**src/sv/jdtm_pkg.sv**
```systemverilog
// Shared types and constants for the joystick differential thrust mixer.
// Used by every module of the block; no dependencies of its own.
`default_nettype none

package jdtm_pkg;

  // Field widths
  localparam int SAMPLE_W  = 15;
  localparam int DUTY_W    = 10;
  localparam int DIR_W     = 2;
  // 1023 * |bias| stays below 2^25, so the quotient needs 25 bits
  localparam int NUM_W     = 25;
  localparam int DIV_STEPS = NUM_W;
  localparam int MIX_W     = 13;

  // Scaling constants
  localparam int DEADBAND    = 100;
  localparam int FULL_SCALE  = 1023;
  // Steering beyond twice full scale saturates both motors anyway
  localparam int STEER_LIMIT = 2 * FULL_SCALE + 1;
  localparam int STEER_W     = 11;

  // Register indexes
  localparam logic REG_X_BASELINE = 1'b0;
  localparam logic REG_Y_BASELINE = 1'b1;

  // Direction codes
  localparam logic [DIR_W-1:0] DIR_OFF = 2'd0;
  localparam logic [DIR_W-1:0] DIR_FWD = 2'd1;
  localparam logic [DIR_W-1:0] DIR_REV = 2'd2;

  // One axis in flight through the divider chain
  typedef struct packed {
    logic [SAMPLE_W-1:0] rem;
    logic [NUM_W-1:0]    word;
    logic [SAMPLE_W-1:0] divisor;
    logic                neg;
  } lane_t;

  // One transaction between two cells
  typedef struct packed {
    logic  valid;
    lane_t x;
    lane_t y;
  } stage_t;

endpackage

`default_nettype wire

```
**src/sv/jdtm_bias_cell.sv**
```systemverilog
// Front cell: deadband, bias magnitude, scaling by full scale, divisor pick.
// Depends on jdtm_pkg.
`default_nettype none

module jdtm_bias_cell
  import jdtm_pkg::*;
(
  input  wire logic                clk,
  input  wire logic                rst,
  input  wire logic                adv,
  input  wire logic                valid,
  input  wire logic [SAMPLE_W-1:0] x_sample,
  input  wire logic [SAMPLE_W-1:0] y_sample,
  input  wire logic [SAMPLE_W-1:0] x_base,
  input  wire logic [SAMPLE_W-1:0] y_base,
  output stage_t                   q
);

  function automatic lane_t make_lane(logic [SAMPLE_W-1:0] s, logic [SAMPLE_W-1:0] b);
    logic signed [SAMPLE_W:0] d;
    logic [SAMPLE_W:0]        dneg;
    logic [SAMPLE_W-1:0]      mag;
    logic                     dead;
    lane_t                    r;
    begin
      d    = $signed({1'b0, s}) - $signed({1'b0, b});
      dneg = -d;
      mag  = d[SAMPLE_W] ? dneg[SAMPLE_W-1:0] : d[SAMPLE_W-1:0];
      dead = (mag < SAMPLE_W'(DEADBAND));
      r.rem     = '0;
      r.word    = dead ? '0 : NUM_W'(mag) * NUM_W'(FULL_SCALE);
      r.divisor = (b == '0) ? SAMPLE_W'(1) : b;
      r.neg     = d[SAMPLE_W] && !dead;
      return r;
    end
  endfunction

  stage_t d_next;

  always_comb begin
    d_next.valid = valid;
    d_next.x     = make_lane(x_sample, x_base);
    d_next.y     = make_lane(y_sample, y_base);
  end

  // Register the prepared transaction
  always_ff @(posedge clk) begin
    if (rst) begin
      q.valid <= 1'b0;
    end else if (adv) begin
      q <= d_next;
    end
  end

endmodule

`default_nettype wire

```
**src/sv/jdtm_div_cell.sv**
```systemverilog
// Divider cell: one restoring quotient bit for each axis per cell.
// Depends on jdtm_pkg.
`default_nettype none

module jdtm_div_cell
  import jdtm_pkg::*;
(
  input  wire logic   clk,
  input  wire logic   rst,
  input  wire logic   adv,
  input  wire stage_t d,
  output stage_t      q
);

  function automatic lane_t div_step(lane_t a);
    logic [SAMPLE_W:0] trial;
    logic [SAMPLE_W:0] diff;
    logic              ge;
    lane_t             r;
    begin
      trial  = {a.rem, a.word[NUM_W-1]};
      diff   = trial - {1'b0, a.divisor};
      ge     = (trial >= {1'b0, a.divisor});
      r      = a;
      r.rem  = ge ? diff[SAMPLE_W-1:0] : trial[SAMPLE_W-1:0];
      r.word = {a.word[NUM_W-2:0], ge};
      return r;
    end
  endfunction

  stage_t d_next;

  always_comb begin
    d_next.valid = d.valid;
    d_next.x     = div_step(d.x);
    d_next.y     = div_step(d.y);
  end

  // Hand the partial result to the next cell
  always_ff @(posedge clk) begin
    if (rst) begin
      q.valid <= 1'b0;
    end else if (adv) begin
      q <= d_next;
    end
  end

endmodule

`default_nettype wire

```
**src/sv/jdtm_mix_cell.sv**
```systemverilog
// Output cell: clamp, mix thrust and steering, saturate, direction and duty.
// Depends on jdtm_pkg.
`default_nettype none

module jdtm_mix_cell
  import jdtm_pkg::*;
(
  input  wire logic              clk,
  input  wire logic              rst,
  input  wire logic              adv,
  input  wire stage_t            d,
  output logic                   out_valid,
  output logic [DIR_W-1:0]       left_dir,
  output logic [DUTY_W-1:0]      left_duty,
  output logic [DIR_W-1:0]       right_dir,
  output logic [DUTY_W-1:0]      right_duty
);

  typedef struct packed {
    logic [DIR_W-1:0]  dir;
    logic [DUTY_W-1:0] duty;
  } drive_t;

  function automatic drive_t drive(logic signed [MIX_W-1:0] v);
    logic [MIX_W-1:0] mag;
    drive_t           r;
    begin
      mag = v[MIX_W-1] ? MIX_W'(-v) : MIX_W'(v);
      if (mag > MIX_W'(FULL_SCALE)) begin
        mag = MIX_W'(FULL_SCALE);
      end
      r.duty = mag[DUTY_W-1:0];
      if (mag == '0) begin
        r.dir = DIR_OFF;
      end else if (v[MIX_W-1]) begin
        r.dir = DIR_REV;
      end else begin
        r.dir = DIR_FWD;
      end
      return r;
    end
  endfunction

  logic [DUTY_W-1:0]        tmag;
  logic [STEER_W-1:0]       smag;
  logic signed [MIX_W-1:0]  thrust;
  logic signed [MIX_W-1:0]  steer;
  drive_t                   left_next;
  drive_t                   right_next;

  // Clamp thrust to full scale, steering to the saturating bound
  always_comb begin
    tmag = (d.y.word > NUM_W'(FULL_SCALE)) ? DUTY_W'(FULL_SCALE) : d.y.word[DUTY_W-1:0];
    smag = (d.x.word > NUM_W'(STEER_LIMIT)) ? STEER_W'(STEER_LIMIT) : d.x.word[STEER_W-1:0];
    thrust = d.y.neg ? -$signed(MIX_W'(tmag)) : $signed(MIX_W'(tmag));
    steer  = d.x.neg ? -$signed(MIX_W'(smag)) : $signed(MIX_W'(smag));
    left_next  = drive(thrust - steer);
    right_next = drive(thrust + steer);
  end

  // Hold the result until the transaction is taken
  always_ff @(posedge clk) begin
    if (rst) begin
      out_valid <= 1'b0;
    end else if (adv) begin
      out_valid <= d.valid;
    end
  end

  always_ff @(posedge clk) begin
    if (adv) begin
      left_dir   <= left_next.dir;
      left_duty  <= left_next.duty;
      right_dir  <= right_next.dir;
      right_duty <= right_next.duty;
    end
  end

endmodule

`default_nettype wire

```
**src/sv/joystick_differential_thrust_mixer_unit.sv**
```systemverilog
// Top level of the joystick differential thrust mixer: baselines, cell chain.
// Depends on jdtm_pkg, jdtm_bias_cell, jdtm_div_cell and jdtm_mix_cell.
//
//   channel  signals                                   direction
//   input    in_valid, in_stall, x_sample, y_sample    in (stall out)
//   config   cfg_we, cfg_index, cfg_data               in
//   output   out_valid, out_stall, left/right dir/duty out (stall in)
//
// One transaction enters per cycle unless the chain is stalled; the path is the bias cell,
// 25 divider cells (one quotient bit each) and the mix cell, each registered.
// Reset clears all valid flags and sets both baselines to 16384.
// A stalled result freezes the whole chain; in_stall follows it.
`default_nettype none

module joystick_differential_thrust_mixer_unit
  import jdtm_pkg::*;
(
  input  wire logic                clk,
  input  wire logic                rst,
  input  wire logic                in_valid,
  output logic                     in_stall,
  input  wire logic [SAMPLE_W-1:0] x_sample,
  input  wire logic [SAMPLE_W-1:0] y_sample,
  input  wire logic                cfg_we,
  input  wire logic                cfg_index,
  input  wire logic [SAMPLE_W-1:0] cfg_data,
  output logic                     out_valid,
  input  wire logic                out_stall,
  output logic [DIR_W-1:0]         left_dir,
  output logic [DUTY_W-1:0]        left_duty,
  output logic [DIR_W-1:0]         right_dir,
  output logic [DUTY_W-1:0]        right_duty
);

  logic [SAMPLE_W-1:0] x_base;
  logic [SAMPLE_W-1:0] y_base;
  logic                adv;
  stage_t              pipe [0:DIV_STEPS];

  // Advance the chain unless a finished result is held
  assign adv      = !(out_valid && out_stall);
  assign in_stall = !adv;

  // Write baseline registers
  always_ff @(posedge clk) begin
    if (rst) begin
      x_base <= SAMPLE_W'(16384);
      y_base <= SAMPLE_W'(16384);
    end else if (cfg_we) begin
      case (cfg_index)
        REG_X_BASELINE: x_base <= cfg_data;
        REG_Y_BASELINE: y_base <= cfg_data;
        default: ;
      endcase
    end
  end

  jdtm_bias_cell u_bias (
    .clk      (clk),
    .rst      (rst),
    .adv      (adv),
    .valid    (in_valid),
    .x_sample (x_sample),
    .y_sample (y_sample),
    .x_base   (x_base),
    .y_base   (y_base),
    .q        (pipe[0])
  );

  for (genvar i = 0; i < DIV_STEPS; i++) begin : g_div
    jdtm_div_cell u_div (
      .clk (clk),
      .rst (rst),
      .adv (adv),
      .d   (pipe[i]),
      .q   (pipe[i+1])
    );
  end

  jdtm_mix_cell u_mix (
    .clk        (clk),
    .rst        (rst),
    .adv        (adv),
    .d          (pipe[DIV_STEPS]),
    .out_valid  (out_valid),
    .left_dir   (left_dir),
    .left_duty  (left_duty),
    .right_dir  (right_dir),
    .right_duty (right_duty)
  );

endmodule

`default_nettype wire

```
**config.mk**
```make
export PLATFORM = sky130hd
export DESIGN_NAME = joystick_differential_thrust_mixer_unit
export DESIGN_NICKNAME = d
export VERILOG_FILES = /design/src/sv/jdtm_pkg.sv /design/src/sv/jdtm_bias_cell.sv /design/src/sv/jdtm_div_cell.sv /design/src/sv/jdtm_mix_cell.sv /design/src/sv/joystick_differential_thrust_mixer_unit.sv
export SDC_FILE = /design/constraint.sdc
export NUM_CORES = 2
export LEC_CHECK = 0
export BUFFER_PORTS_ARGS = -buffer_cell sky130_fd_sc_hd__buf_2
export CORE_MARGIN = 2
export CORE_UTILIZATION = 45
export CTS_CLUSTER_SIZE = 8
export DETAILED_ROUTE_END_ITERATION = 12
export SLEW_MARGIN = 20
export SYNTH_ARGS = -nofsm -noshare
export SYNTH_HDL_FRONTEND = slang
export SYNTH_SLANG_ARGS = --single-unit
```
**constraint.sdc**
```tcl
create_clock -name clk -period 181.3 [get_ports clk]
set_input_delay 36.26 -clock clk [delete_from_list [all_inputs] [get_ports clk]]
set_output_delay 36.26 -clock clk [all_outputs]
set_load 0.03 [all_outputs]
```
==> flow_summary.json <==
{
  "core.rowCount": 204,
  "grt_pass1_vias": 83180,
  "synth_cells": 10670,
  "ant_nets": 0,
  "drt-met1-wl_um": 96100,
  "dr_wl_met3_um": 8581,
  "finalHoldViolations": 0,
  "fin_crit_ns": 73.65,
  "worstPathMaxFanout": 29,
  "antenna_found_initial": 2,
  "skew_ns": 0.1048,
  "postSynthAreaPerCell_um2": 13.02,
  "syn_nets": 11840,
  "end_kind": "output pin",
  "timing.fmax_mhz": 13.58,
  "worstSetupPathType": "in2out",
  "die_w_um": 559.6,
  "gp_congestion": 0.9121,
  "grt_usage_pct": 15.52,
  "reg2reg_depth": 29,
  "coreArea_um2": 308100,
  "synth.distinct_cells": 75,
  "cp_data_arrival_time_ns": 37.39,
  "nFillCells": 25970,
  "cp-start-kind": "primary input",
  "hp-start": "g_div[19].u_div.q[90]",
  "vias_per_cell": 5.232,
  "multi_input_area_um2": 47140,
  "synth_ff_type": "edfxtp_1",
  "layout_common_cells": "edfxtp_1 (2846), inv_1 (1272), ha_1 (915)",
  "dr_wl_met2_um": 130300,
  "drv_cap": 0,
  "report.final.slew_viol_count": 0,
  "area_growth_pct": 11.98,
  "final_common_cell": "edfxtp_1",
  "cts_htree_levels": 5,
  "root_buffer": "clkbuf_16",
  "initial_core_util_pct": 45.09,
  "ys_top_cells_by_area": "edfxtp_1 (62%), ha_1 (8.2%), inv_1 (3.4%), fa_1 (2.9%), a21oi_1 (2.3%)",
  "synth_top_area_share_pct": 61.52,
  "min_path_type": "reg2reg",
  "clock-sinks": 2903,
  "cp_common_cell": "buf_2",
  "overflow": 0,
  "r2r_end": "u_bias.q[40]",
  "grt_max_degree": 191,
  "grt_pass1_wl_um": 404500,
  "setup_ws_ns": 107.65,
  "portBuffers": 76,
  "wl_per_cell_um": 16.18,
  "ys_ff_latch": 2903,
  "firstDrtPassIters": 6,
  "synth_edf_count": 2846,
  "cts_buffers": 403,
  "max_stage_delay_ns": 0.63,
  "die_area_um2": 313200,
  "worstPathRequired_ns": 145.04,
  "die_h_um": 559.6,
  "register_area_um2": 86600,
  "drive_above_1_share_pct": 7.203,
  "finalSetupTns_ns": 0,
  "seq_area_frac_synth_pct": 62.34,
  "tightest_slew_ns": 1.125,
  "critPathLaunch": "out_stall",
  "post-cts-setup-buffers": 0,
  "hpwl_um": 176300,
  "finalNetCount": 12220,
  "r2r_start": "y_base[1]",
  "ios": 77,
  "clock_path_buffers": 4,
  "slew_headroom_pct": 24.04,
  "path_cells": "buf_2 -> nand2_2 -> inv_1 -> buf_2",
  "clk-insertion-delay-late_ns": 0.93,
  "setup_viol_count_final": 0,
  "critPathCapture": "in_stall",
  "num_vias": 79690,
  "rsz0062_at_grt": "false",
  "holdBufCountCts": 0,
  "wl_um": 246500,
  "outcome": "finished clean",
  "cts_tree": "done",
  "drc": 0,
  "reg2reg_slack_ns": 171.48,
  "async_flop_share_pct": 0,
  "postCtsResizedCells": 0,
  "yosysTopAreaCell": "edfxtp_1",
  "pre_cts_ws_ns": 107.63,
  "clkTransAtPathRegs_ns": 0.05,
  "whs_ns": 0.3773,
  "highest_layer": "met4",
  "drtIter0Drc": 4440,
  "worst_path_max_delay_cell": "inv_1",
  "fin_crit_sh_pct": 40.62,
  "yosys_warnings": 0,
  "syn_area_um2": 138900
}
[flip-flops by register name, summed over array words and instances (netlist names)]
signal and count:
u_mix.out_valid 1, u_mix.left_dir 2, u_mix.right_dir 2, u_mix.right_duty 10, x_base 15, u_mix.left_duty 10
g_div.u_div.q 2765, u_bias.q 83, y_base 15
[critical path, delay by kind of cell]
kind | cells | cell delay (ns)
buffers and inverters | 3 | 1.07
AND/OR/NAND/NOR | 1 | 0.06
[Yosys cell counts, drive strengths merged (28+ instances only)]
master / n
and2: 44
nand2: 693
and3: 57
fa: 202
nor2b: 141
nand3b: 40
clkbuf: 159
o21a: 146
a211oi: 40
nor2: 631
nor4: 96
a31oi: 75
xnor2: 287
or2: 51
nand3: 86
o31ai: 165
o2111ai: 39
a21oi: 632
xor2: 244
nand2b: 111
or3: 50
edfxtp: 2846
nand4: 135
o21ai: 472
dfxtp: 57
a2111oi: 34
inv: 1272
ha: 915
o211ai: 39
a21o: 163
mux2: 127
a21boi: 116
o41ai: 28
nor3: 194
[worst min-delay path by stage]
stage / end / slack (ns) / depth (start not counted)
3_5_place_dp: g_div[0].u_div.q[21] / 0.40 / 0
6_report: g_div[20].u_div.q[91] / 0.38 / 0
5_1_grt: g_div[20].u_div.q[91] / 0.38 / 0
2_1_floorplan: g_div[0].u_div.q[0] / 0.40 / 0
3_3_place_gp: g_div[19].u_div.q[79] / 0.40 / 0
4_1_cts: g_div[14].u_div.q[85] / 0.37 / 0
[cell families (layout without fill, tap and decap cells)]
family | Yosys count | in the layout | synth area share, %
adders and majority gates | 1117 | 1117 | 11.15
AOI/OAI and AO/OA | 2138 | 2138 | 9.776
DFF | 2903 | 2903 | 62.34
xor gates and xnor gates | 531 | 531 | 3.361
other | 0 | 3 | 0
and+or+nand+nor | 2394 | 2394 | 8.281
buffers and inverters | 1437 | 1873 | 3.888
muxes | 151 | 151 | 1.202
[metal layers]
layer  vias to the layer above  track usage [%]
li1                      39560                -
met1                     38000            16.88
met2                      1455            29.30
met3                       672            2.266
met4                         0            7.500
met5                         -                0
[layout make-up]
cell class / count / share of cell area [%]
diodes: 3 / 0.004826
clock buffers: 427 / 6.554
clock inverters: 32 / 0.4657
inverters: 1273 / 3.072
multi-input cells: 6331 / 30.30
flip-flops and latches: 2903 / 55.67
well taps: 4120 / 3.314
repair buffers: 141 / 0.6137
[stage by stage]
stage / std cells / instance area, µm² / utilization [%]
after floorplan: 10670 / 138900 / -
after global placement: 14770 / 144600 / 46.92
after detailed placement: 14770 / 144600 / 46.92
after CTS: 15230 / 155500 / 50.47
after global routing: 15230 / 155600 / 50.49
final: 15230 / 155600 / 50.49
Power is left out: the tool's default activity adds up to more than one toggle a clock period on the data nets, which glitch-free logic cannot reach.
